[src/hw/rtl/masked_rgba_box_downsample_2x2_macros.svh]
// Assertion helpers for the RTL.
`ifndef MASKED_RGBA_BOX_DOWNSAMPLE_2X2_MACROS_SVH
`define MASKED_RGBA_BOX_DOWNSAMPLE_2X2_MACROS_SVH

// Same-cycle implication, disabled while reset is asserted.
`define MRBD_ASSERT_NOW(label, clk, rst_n, ante, cons) \
    label: assert property (@(posedge clk) disable iff (!(rst_n)) (ante) |-> (cons)) \
        else $error("mrbd check failed");

// Next-cycle implication, disabled while reset is asserted.
`define MRBD_ASSERT_NEXT(label, clk, rst_n, ante, cons) \
    label: assert property (@(posedge clk) disable iff (!(rst_n)) (ante) |=> (cons)) \
        else $error("mrbd check failed");

`endif

[src/hw/rtl/mrbd_ram.sv]
`default_nettype none

// Simple dual-port RAM, one write and one registered read per cycle.
// A read of the address being written returns the old contents.
module mrbd_ram #(
    parameter int WIDTH = 8,
    parameter int DEPTH = 16
) (
    input  wire logic                     i_clk,
    input  wire logic                     i_we,
    input  wire logic [$clog2(DEPTH)-1:0] i_waddr,
    input  wire logic [WIDTH-1:0]         i_wdata,
    input  wire logic                     i_re,
    input  wire logic [$clog2(DEPTH)-1:0] i_raddr,
    output logic      [WIDTH-1:0]         o_rdata
);

    logic [WIDTH-1:0] r_mem [DEPTH];
    logic [WIDTH-1:0] r_rdata;

    always_ff @(posedge i_clk) begin
        if (i_we) begin
            r_mem[i_waddr] <= i_wdata;
        end
        if (i_re) begin
            r_rdata <= r_mem[i_raddr];
        end
    end

    assign o_rdata = r_rdata;

endmodule

`default_nettype wire

[config.mk]
export PLATFORM = sky130hd
export DESIGN_NAME = mrbd_ram
export DESIGN_NICKNAME = d
export VERILOG_FILES = /design/src/hw/rtl/masked_rgba_box_downsample_2x2_macros.svh /design/src/hw/rtl/mrbd_ram.sv
export SDC_FILE = /design/constraint.sdc
export NUM_CORES = 1
export LEC_CHECK = 0
export BUFFER_PORTS_ARGS = -buffer_cell sky130_fd_sc_hd__buf_2
export CORE_AREA = 10 10 134 136
export DETAILED_ROUTE_END_ITERATION = 12
export DIE_AREA = 0 0 144 146
export PLACE_DENSITY_LB_ADDON = 0.05
export SLEW_MARGIN = 20
export SYNTH_ARGS = -nofsm -noshare
export SYNTH_HDL_FRONTEND = slang
export SYNTH_SLANG_ARGS = --single-unit
export TNS_END_PERCENT = 50
[constraint.sdc]
create_clock -name i_clk -period 2.4 [get_ports i_clk]
set_clock_uncertainty 0.05 [all_clocks]
set_input_delay 0.24 -clock i_clk [delete_from_list [all_inputs] [get_ports i_clk]]
set_output_delay 0.24 -clock i_clk [all_outputs]
set_load 0.02 [all_outputs]
; Yosys cells after proc, flatten, opt, wreduce, memory -nomap -nowiden
; Memories as Yosys holds them, arrays and structs flattened. A register that Yosys moved wholly into a read port is not among the register bits.
; Cells that the tools add are included.
; Widths: inputs -> output; s select.
[word_totals]
register_bits = 0
ram_bits = 128
in_bits = 19
output_inout_bits = 8
word_cells = 3
memories = 1
[op_classes]
mux = 2
[mem_list]
columns = memory, depth, word_bits, rd, rd_clocked_by_memory_dff, write_ports, line_no
row1 = r_mem, 16, 8, 1, 1, 1, mrbd_ram.sv:18  ; logic [WIDTH-1:0] r_mem [DEPTH];
[op_table]
columns = operator, n
row1 = $mux 1, 2

; Longest topological paths before layout
; Gate-level depths: netlist of the first run.
[depth]
depth_word = 2
depth_mapped = 5
ltp_nobuf = 3

; Least setup slack after synthesis of the first run
; OpenSTA, ideal clock, no wires.
[synth_timing]
kind = input to register
start = input port i_waddr[2]
end = memory r_mem[0][0], enable pin
setup_time_ps = 383
arrival_time_ps = 1350
setup_slack_ps = 617
path_stages = 2
path_buffers = 0
cell_sequence = or3b_2 nor3_1
[synth_rtl]
columns = element, line_no
row1 = "start, declared", mrbd_ram.sv:11  ; input wire logic [$clog2(DEPTH)-1:0] i_waddr,
row2 = "end, declared", mrbd_ram.sv:18
; No word-level cell before the write port.

==> reports/results.ini, run 1 <==
[finish]
drive_above_1_share_pct=32.7
multi_input_comb_area_um2=1060
finalCoreUtilization_pct=41.1
nNetsFinal=303
diodes=0
final-instance-count-excl-fill=489
layout-area-overhead-vs-synth_pct=21.8
regArea_um2=4080
fillCellCount=1367

[yosys]
synth_seq_area_share_pct=78.1
avgSynthCellArea_um2=22.8
synth_edf_count=136
syn_area_um2=5230
syn-instance-count=229
netlist.area_leader.share_pct=78.1
ys_types=18
yosysWarnings=0
synthesis.nets=248
post-synth-top-count-cell=edfxtp_1
async_s_r_ff_share_synth_pct=0
number_of_flip_flops_and_latches_in_the_synthesized_netlist=136
netlist.top_cell.by_area=edfxtp_1
ys_top_cells_by_area=edfxtp_1 (78%), mux4_2 (7.8%), mux4_1 (7.0%)
synthFlopType=edfxtp_1
post_synth_most_frequent_cells=edfxtp_1 (136), mux4_2 (18), a22oi_1 (16)

[timing]
timing.setup.tns_ns=0
finalSetupViolations=0
hold_viol_final=0
grt_setup_unrepaired=no
final.period_utilization_pct=64.5
drv_slew=0
maxClockFrequency_ghz=0.646
final.min_clock_period_ns=1.55
max-slew-margin-rel_pct=69.8
timing_worst_slew_pin_value_ns=0.453
final.hold.worst_slack_ns=0.164

[floorplanning]
core_um2=15500
fp.dieArea_um2=21000
floorplan.die.height_um=146
initial_utilization_pct=33.8
ios=27
fp.dieW_um=144
floorplan.rows=46

[worst_hold_path]
hp-class=primary input to flip-flop
holdPathStages=1
timing.hold.worst.start=i_wdata[4]
timing.hold.worst_endpoint=r_mem[7][4]

[power_and_ir_drop]
sw_share_pct=18.7
power.total_uw=5930
irDropWorstVdd_mv=0.459
part_of_the_power_in_the_clock_network_pct=50.2
cell_internal_pwr_uw=4820
p_sw_uw=1110
leakagePower_uw=0.00216
power_density_over_cell_area_nw_per_um2=932
pwr-share-comb_pct=4.4
power.share.sequential_pct=45.4

[critical_path]
critical_path_required_time_ns=2.50
slowest_stage=mux4_2
worst_r2r_path_depth=3
cpPeakStageDelay_ns=0.48
cp_top_family=multiplexers
crit_path_start_kind=flip-flop
r2r_start=r_mem[3][6]
critPathBufInv=0
crit_type=flip-flop to flip-flop
critical_path.max_fanout=1
rr_endpoint=o_rdata[6]
crit_chain=mux4_2 -> a22oi_1 -> nand2_1
critical_path.endpoint_type=flip-flop
r2r_slack_ns=0.85
crit_arrival_ns=1.65

[clocking]
clockRootBuffer=clkbuf_16
post_cts.repair.setup_buffers=0
ctsResizeCount=0
holdBufCountCts=0
cts_inserted_buffers=17
path_clk_slew_ns=0.06
tritoncts=done
cts-root-to-sink-buffers=2
clkSinkCount=136
clk-insertion-delay-late_ns=0.41
cts.htree.levels=4

[global_routing]
gr-usage-all-layers_pct=11.6
global_route_wire_length_before_repair_mm=17.3
grt_pass1_vias=2697
grt_max_degree=33
gr-total-overflow=0
grt_antenna_before_repair=0

[run_status]
status=finished clean

[detailed_routing]
drtIter0Drc=149
route.detailed.vias_per_inst=5.01
via_count=2450
drt_first_pass_iters=4
drtAntennaViolNets=0
post-route-drc-count=0
totalWireLength_mm=11.3
route.detailed.wl_per_inst_um=23.2

[placement]
portBuffers=26
dpl.hpwl_mm=7.01
gp_routability_congestion=0.675
dp_cells=457

[job]
maxCapViolations=0

-- area by class of cell --
type	count	area share, %
Clock buffer	17	6.68
Clock inverter	15	4.01
Multi-Input combinational cell	83	16.6
Sequential cell	136	64.1
Tap cell	192	3.77
Timing Repair Buffer	46	4.79
-- layout by cell type (no fill, tap or decap), drive strengths merged --
| master | Yosys | layout |
|---|---|---|
| and2 | 1 | 1 |
| nand3 | 1 | 1 |
| clkinv | 0 | 6 |
| buf | 7 | 46 |
| mux4 | 32 | 32 |
| a22oi | 16 | 16 |
| or3b | 1 | 1 |
| nand3b | 2 | 2 |
| edfxtp | 136 | 136 |
| nor3 | 4 | 4 |
| nor2 | 13 | 13 |
| bufinv | 0 | 7 |
| nand2 | 9 | 9 |
| clkbuf | 0 | 17 |
| nand2b | 2 | 2 |
| and2b | 1 | 1 |
| nor2b | 1 | 1 |
| clkinvlp | 0 | 2 |
-- registers in the layout, summed over array words and instances (netlist names) --
register  count
r_mem       128
o_rdata       8
-- cells by family (layout without fill, tap and decap cells) --
kind of cell	count (synthesis)	count (layout)	synth area share, %
flip-flops	136	136	78.1
AND/OR/NAND/NOR	35	35	3.14
multiplexers	32	32	14.8
AO/OA/AOI/OAI	16	16	2.30
buffers and inverters	10	78	1.65
-- layer usage --
| metal | global-route usage [%] | share of wire (%) | wire (um) |
|---|---|---|---|
| met2 | 17.3 | 48 | 5430 |
| met4 | 5.21 | 1.8 | 207 |
| met5 | 0 | 0 | 0 |
| met1 | 15.3 | 47 | 5340 |
| met3 | 3.36 | 3.1 | 352 |
-- stage by stage --
step / cell area [um2] / setup WS, ns
global route: 6370 / 0.720
global placement: 5690 / 0.424
floorplan: 5230 / 0.617
CTS: 6370 / 0.798
finish: 6370 / 0.851
detailed placement: 5690 / 0.410
-- power groups by stage --
| stage | clock, uW | sequential (uW) | combinational (uW) |
|---|---|---|---|
| final | 2980 | 2690 | 262 |
| after global routing | 3160 | 2700 | 291 |
| after CTS | 3050 | 2690 | 272 |
| after detailed placement | 0 | 2740 | 272 |
| after global placement | 0 | 2740 | 270 |
| after floorplan | 0 | 2750 | 135 |
-- how the worst max path moves through the flow --
stage | startpoint | endpoint | slack (ns) | depth (start not counted)
2_1_floorplan | i_waddr[2] | r_mem[0][0] | 0.62 | 2
3_3_place_gp | i_raddr[0] | o_rdata[2] | 0.42 | 5
3_5_place_dp | i_raddr[0] | o_rdata[2] | 0.41 | 5
4_1_cts | r_mem[5][2] | o_rdata[2] | 0.80 | 3
5_1_grt | r_mem[5][2] | o_rdata[2] | 0.72 | 3
6_report | r_mem[3][6] | o_rdata[6] | 0.85 | 3
No activity file was read; power rests on OpenSTA's default activity.
==> run 2: changes to the inputs <==
--- a/config.mk
+++ b/config.mk
@@ -5,10 +5,11 @@
 export SDC_FILE = /design/constraint.sdc
 export NUM_CORES = 1
 export LEC_CHECK = 0
+export ABC_AREA = 1
 export BUFFER_PORTS_ARGS = -buffer_cell sky130_fd_sc_hd__buf_2
-export CORE_AREA = 10 10 134 136
+export CORE_AREA = 10 10 141 143
 export DETAILED_ROUTE_END_ITERATION = 12
-export DIE_AREA = 0 0 144 146
+export DIE_AREA = 0 0 151 153
 export PLACE_DENSITY_LB_ADDON = 0.05
 export SLEW_MARGIN = 20
 export SYNTH_ARGS = -nofsm -noshare
==> constraint.sdc (replaced) <==
create_clock -name i_clk -period 1.44 [get_ports i_clk]
set_clock_uncertainty 0.05 [all_clocks]
set_input_delay 0.144 -clock i_clk [delete_from_list [all_inputs] [get_ports i_clk]]
set_output_delay 0.144 -clock i_clk [all_outputs]
set_load 0.02 [all_outputs]
==> run 2 against run 1 <==
- first-iteration DRC count increased by 43%
- synthesized cell count increased by 140%
- sequential share of layout area decreased by 4.9 points
- synthesized area increased by 12%
- non-clock buffer count increased by 5
- register-to-register slack got worse by 0.64 ns
- largest power group is now sequential cells
- highest routed layer unchanged
==> reports/results.ini, run 2 <==
[run_status]
status=finished clean

[detailed_routing]
drtIter0Drc=213
route.detailed.vias_per_inst=4.52
post-route-drc-count=0
routed-wl-met2_mm=6.57
met3_length_um=606
route.layer.met1.wl_mm=7.71
via_count=3772
top_layer=met4
route.detailed.wl_per_inst_um=18.1
drtAntennaViolNets=0
totalWireLength_mm=15.1
drt_first_pass_iters=5

[clocking]
clkSinkCount=136
path_clk_slew_ns=0.06
ctsResizeCount=0
clk-insertion-delay-late_ns=0.41
cts-root-to-sink-buffers=2
cts.htree.levels=4
clockRootBuffer=clkbuf_16
post_cts.repair.setup_buffers=0
cts_inserted_buffers=17
tritoncts=done
holdBufCountCts=0

[yosys]
synthFlopType=edfxtp_1
avgSynthCellArea_um2=10.6
async_s_r_ff_share_synth_pct=0
netlist.area_leader.share_pct=69.8
synth_seq_area_share_pct=69.8
netlist.top_cell.by_area=edfxtp_1
ys_top_cells_by_area=edfxtp_1 (70%), nand2_1 (11%), nand3_1 (8.3%)
number_of_flip_flops_and_latches_in_the_synthesized_netlist=136
yosysWarnings=0
syn_area_um2=5850
ys_types=11
syn-instance-count=551
post_synth_most_frequent_cells=nand2_1 (173), edfxtp_1 (136), inv_1 (100)
post-synth-top-count-cell=nand2_1
synth_edf_count=136
synthesis.nets=570

[global_routing]
gr-total-overflow=0
gr-usage-all-layers_pct=13.7
grt_max_degree=39
grt_pass1_vias=3729
global_route_wire_length_before_repair_mm=23.3
grt_antenna_before_repair=1

[power_and_ir_drop]
power.share.sequential_pct=48.2
part_of_the_power_in_the_clock_network_pct=45.4
power_density_over_cell_area_nw_per_um2=1350
power.total_uw=9310
sw_share_pct=21.4
cell_internal_pwr_uw=7320
irDropWorstVdd_mv=0.781
leakagePower_uw=0.00296
pwr-share-comb_pct=6.4
p_sw_uw=1990

[critical_path]
worst_r2r_path_depth=6
critical_path.endpoint_type=flip-flop
critical_path_required_time_ns=1.55
critical_path.max_fanout=1
rr_endpoint=o_rdata[7]
r2r_start=r_mem[13][7]
crit_type=flip-flop to flip-flop
crit_path_start_kind=flip-flop
crit_arrival_ns=1.35
timing.critical_path.from=r_mem[13][7]
r2r_slack_ns=0.21
critical_path.endpoint=o_rdata[7]

[finish]
drive_above_1_share_pct=12.8
regArea_um2=4080
commonest_cells_after_routing_fill_and_taps_aside=nand2_1 (173), edfxtp_1 (136), inv_1 (100)
fin_area_um2=6900
nNetsFinal=616
multi_input_comb_area_um2=1210
leading_cell_type_in_the_layout_fill_and_taps_excluded=nand2_1
top_register=r_mem
diodes=0
fillCellCount=1713
finalCoreUtilization_pct=40.4
layout-area-overhead-vs-synth_pct=18.0
largest_register_ff_count=128

[floorplanning]
fp.dieW_um=151
ios=27
core_um2=17100
floorplan.die.height_um=153
fp.dieArea_um2=23100
initial_utilization_pct=34.3
floorplan.rows=48

[worst_hold_path]
hp-class=primary input to flip-flop
timing.hold.worst.start=i_re
holdPathStages=1

[timing]
timing_worst_slew_pin_value_ns=0.639
grt_setup_unrepaired=no
finalSetupViolations=0
final.period_utilization_pct=85.5
hold_viol_final=0
final.min_clock_period_ns=1.23
max-slew-margin-rel_pct=57.4
drv_slew=0
maxClockFrequency_ghz=0.813
timing.setup.tns_ns=0

[placement]
dpl.hpwl_mm=9.57
portBuffers=26
gp_routability_congestion=0.755
placed_instance_area_um2=6330

[job]
maxCapViolations=0

## run 2: logic make-up (layout without fill, tap and decap cells)
kind of cell           Yosys count  in the layout  share of synthesized area, %
flip-flops                     136            136                          69.8
AND/OR/NAND/NOR                289            289                          20.8
buffers and inverters          126            185                          9.39
## run 2: worst min-delay path by stage
stage | to | slack, ns
floorplan | r_mem[0][0] | 0.19
global placement | o_rdata[7] | 0.49
detailed placement | o_rdata[2] | 0.49
CTS | o_rdata[2] | 0.04
global route | o_rdata[2] | 0.05
finish | o_rdata[2] | 0.07
## run 2: worst max-delay path: stages, from the launching register on
cell and delay [ns]:
edfxtp_1 0.37, inv_1 0.07, nand2_1 0.04, nand3_1 0.09, nand3_1 0.13, nand3_1 0.17
nand2_1 0.06
## run 2: layer usage
metal / GRT usage, % / vias to the layer above
met2: 19.5 / 83
li1: - / 1872
met3: 3.25 / 15
met5: 0 / -
met1: 19.6 / 1802
met4: 4.95 / 0
## run 2: cell type report
cell class | count | area share (%)
flip-flops and latches | 136 | 59.2
multi-input cells | 289 | 17.6
clock buffers | 20 | 6.33
inverters | 102 | 5.55
repair buffers | 51 | 5.33
well taps | 225 | 4.08
clock inverters | 12 | 1.92
## run 2: power by group through the flow
stage | clock network [uW] | logic [uW] | registers, uW
2_1_floorplan | 0 | 313 | 4590
3_3_place_gp | 0 | 608 | 4570
3_5_place_dp | 0 | 606 | 4570
4_1_cts | 4320 | 609 | 4490
5_1_grt | 4460 | 667 | 4500
6_report | 4220 | 594 | 4490
## run 2: metrics by stage
step	instances	setup slack (ns)	hold slack (ns)
after floorplan	551	0.295	0.193
after global placement	803	-0.0842	0.491
after detailed placement	803	-0.0972	0.489
after CTS	835	0.180	0.0447
after global routing	835	0.139	0.0513
final	835	0.209	0.0661
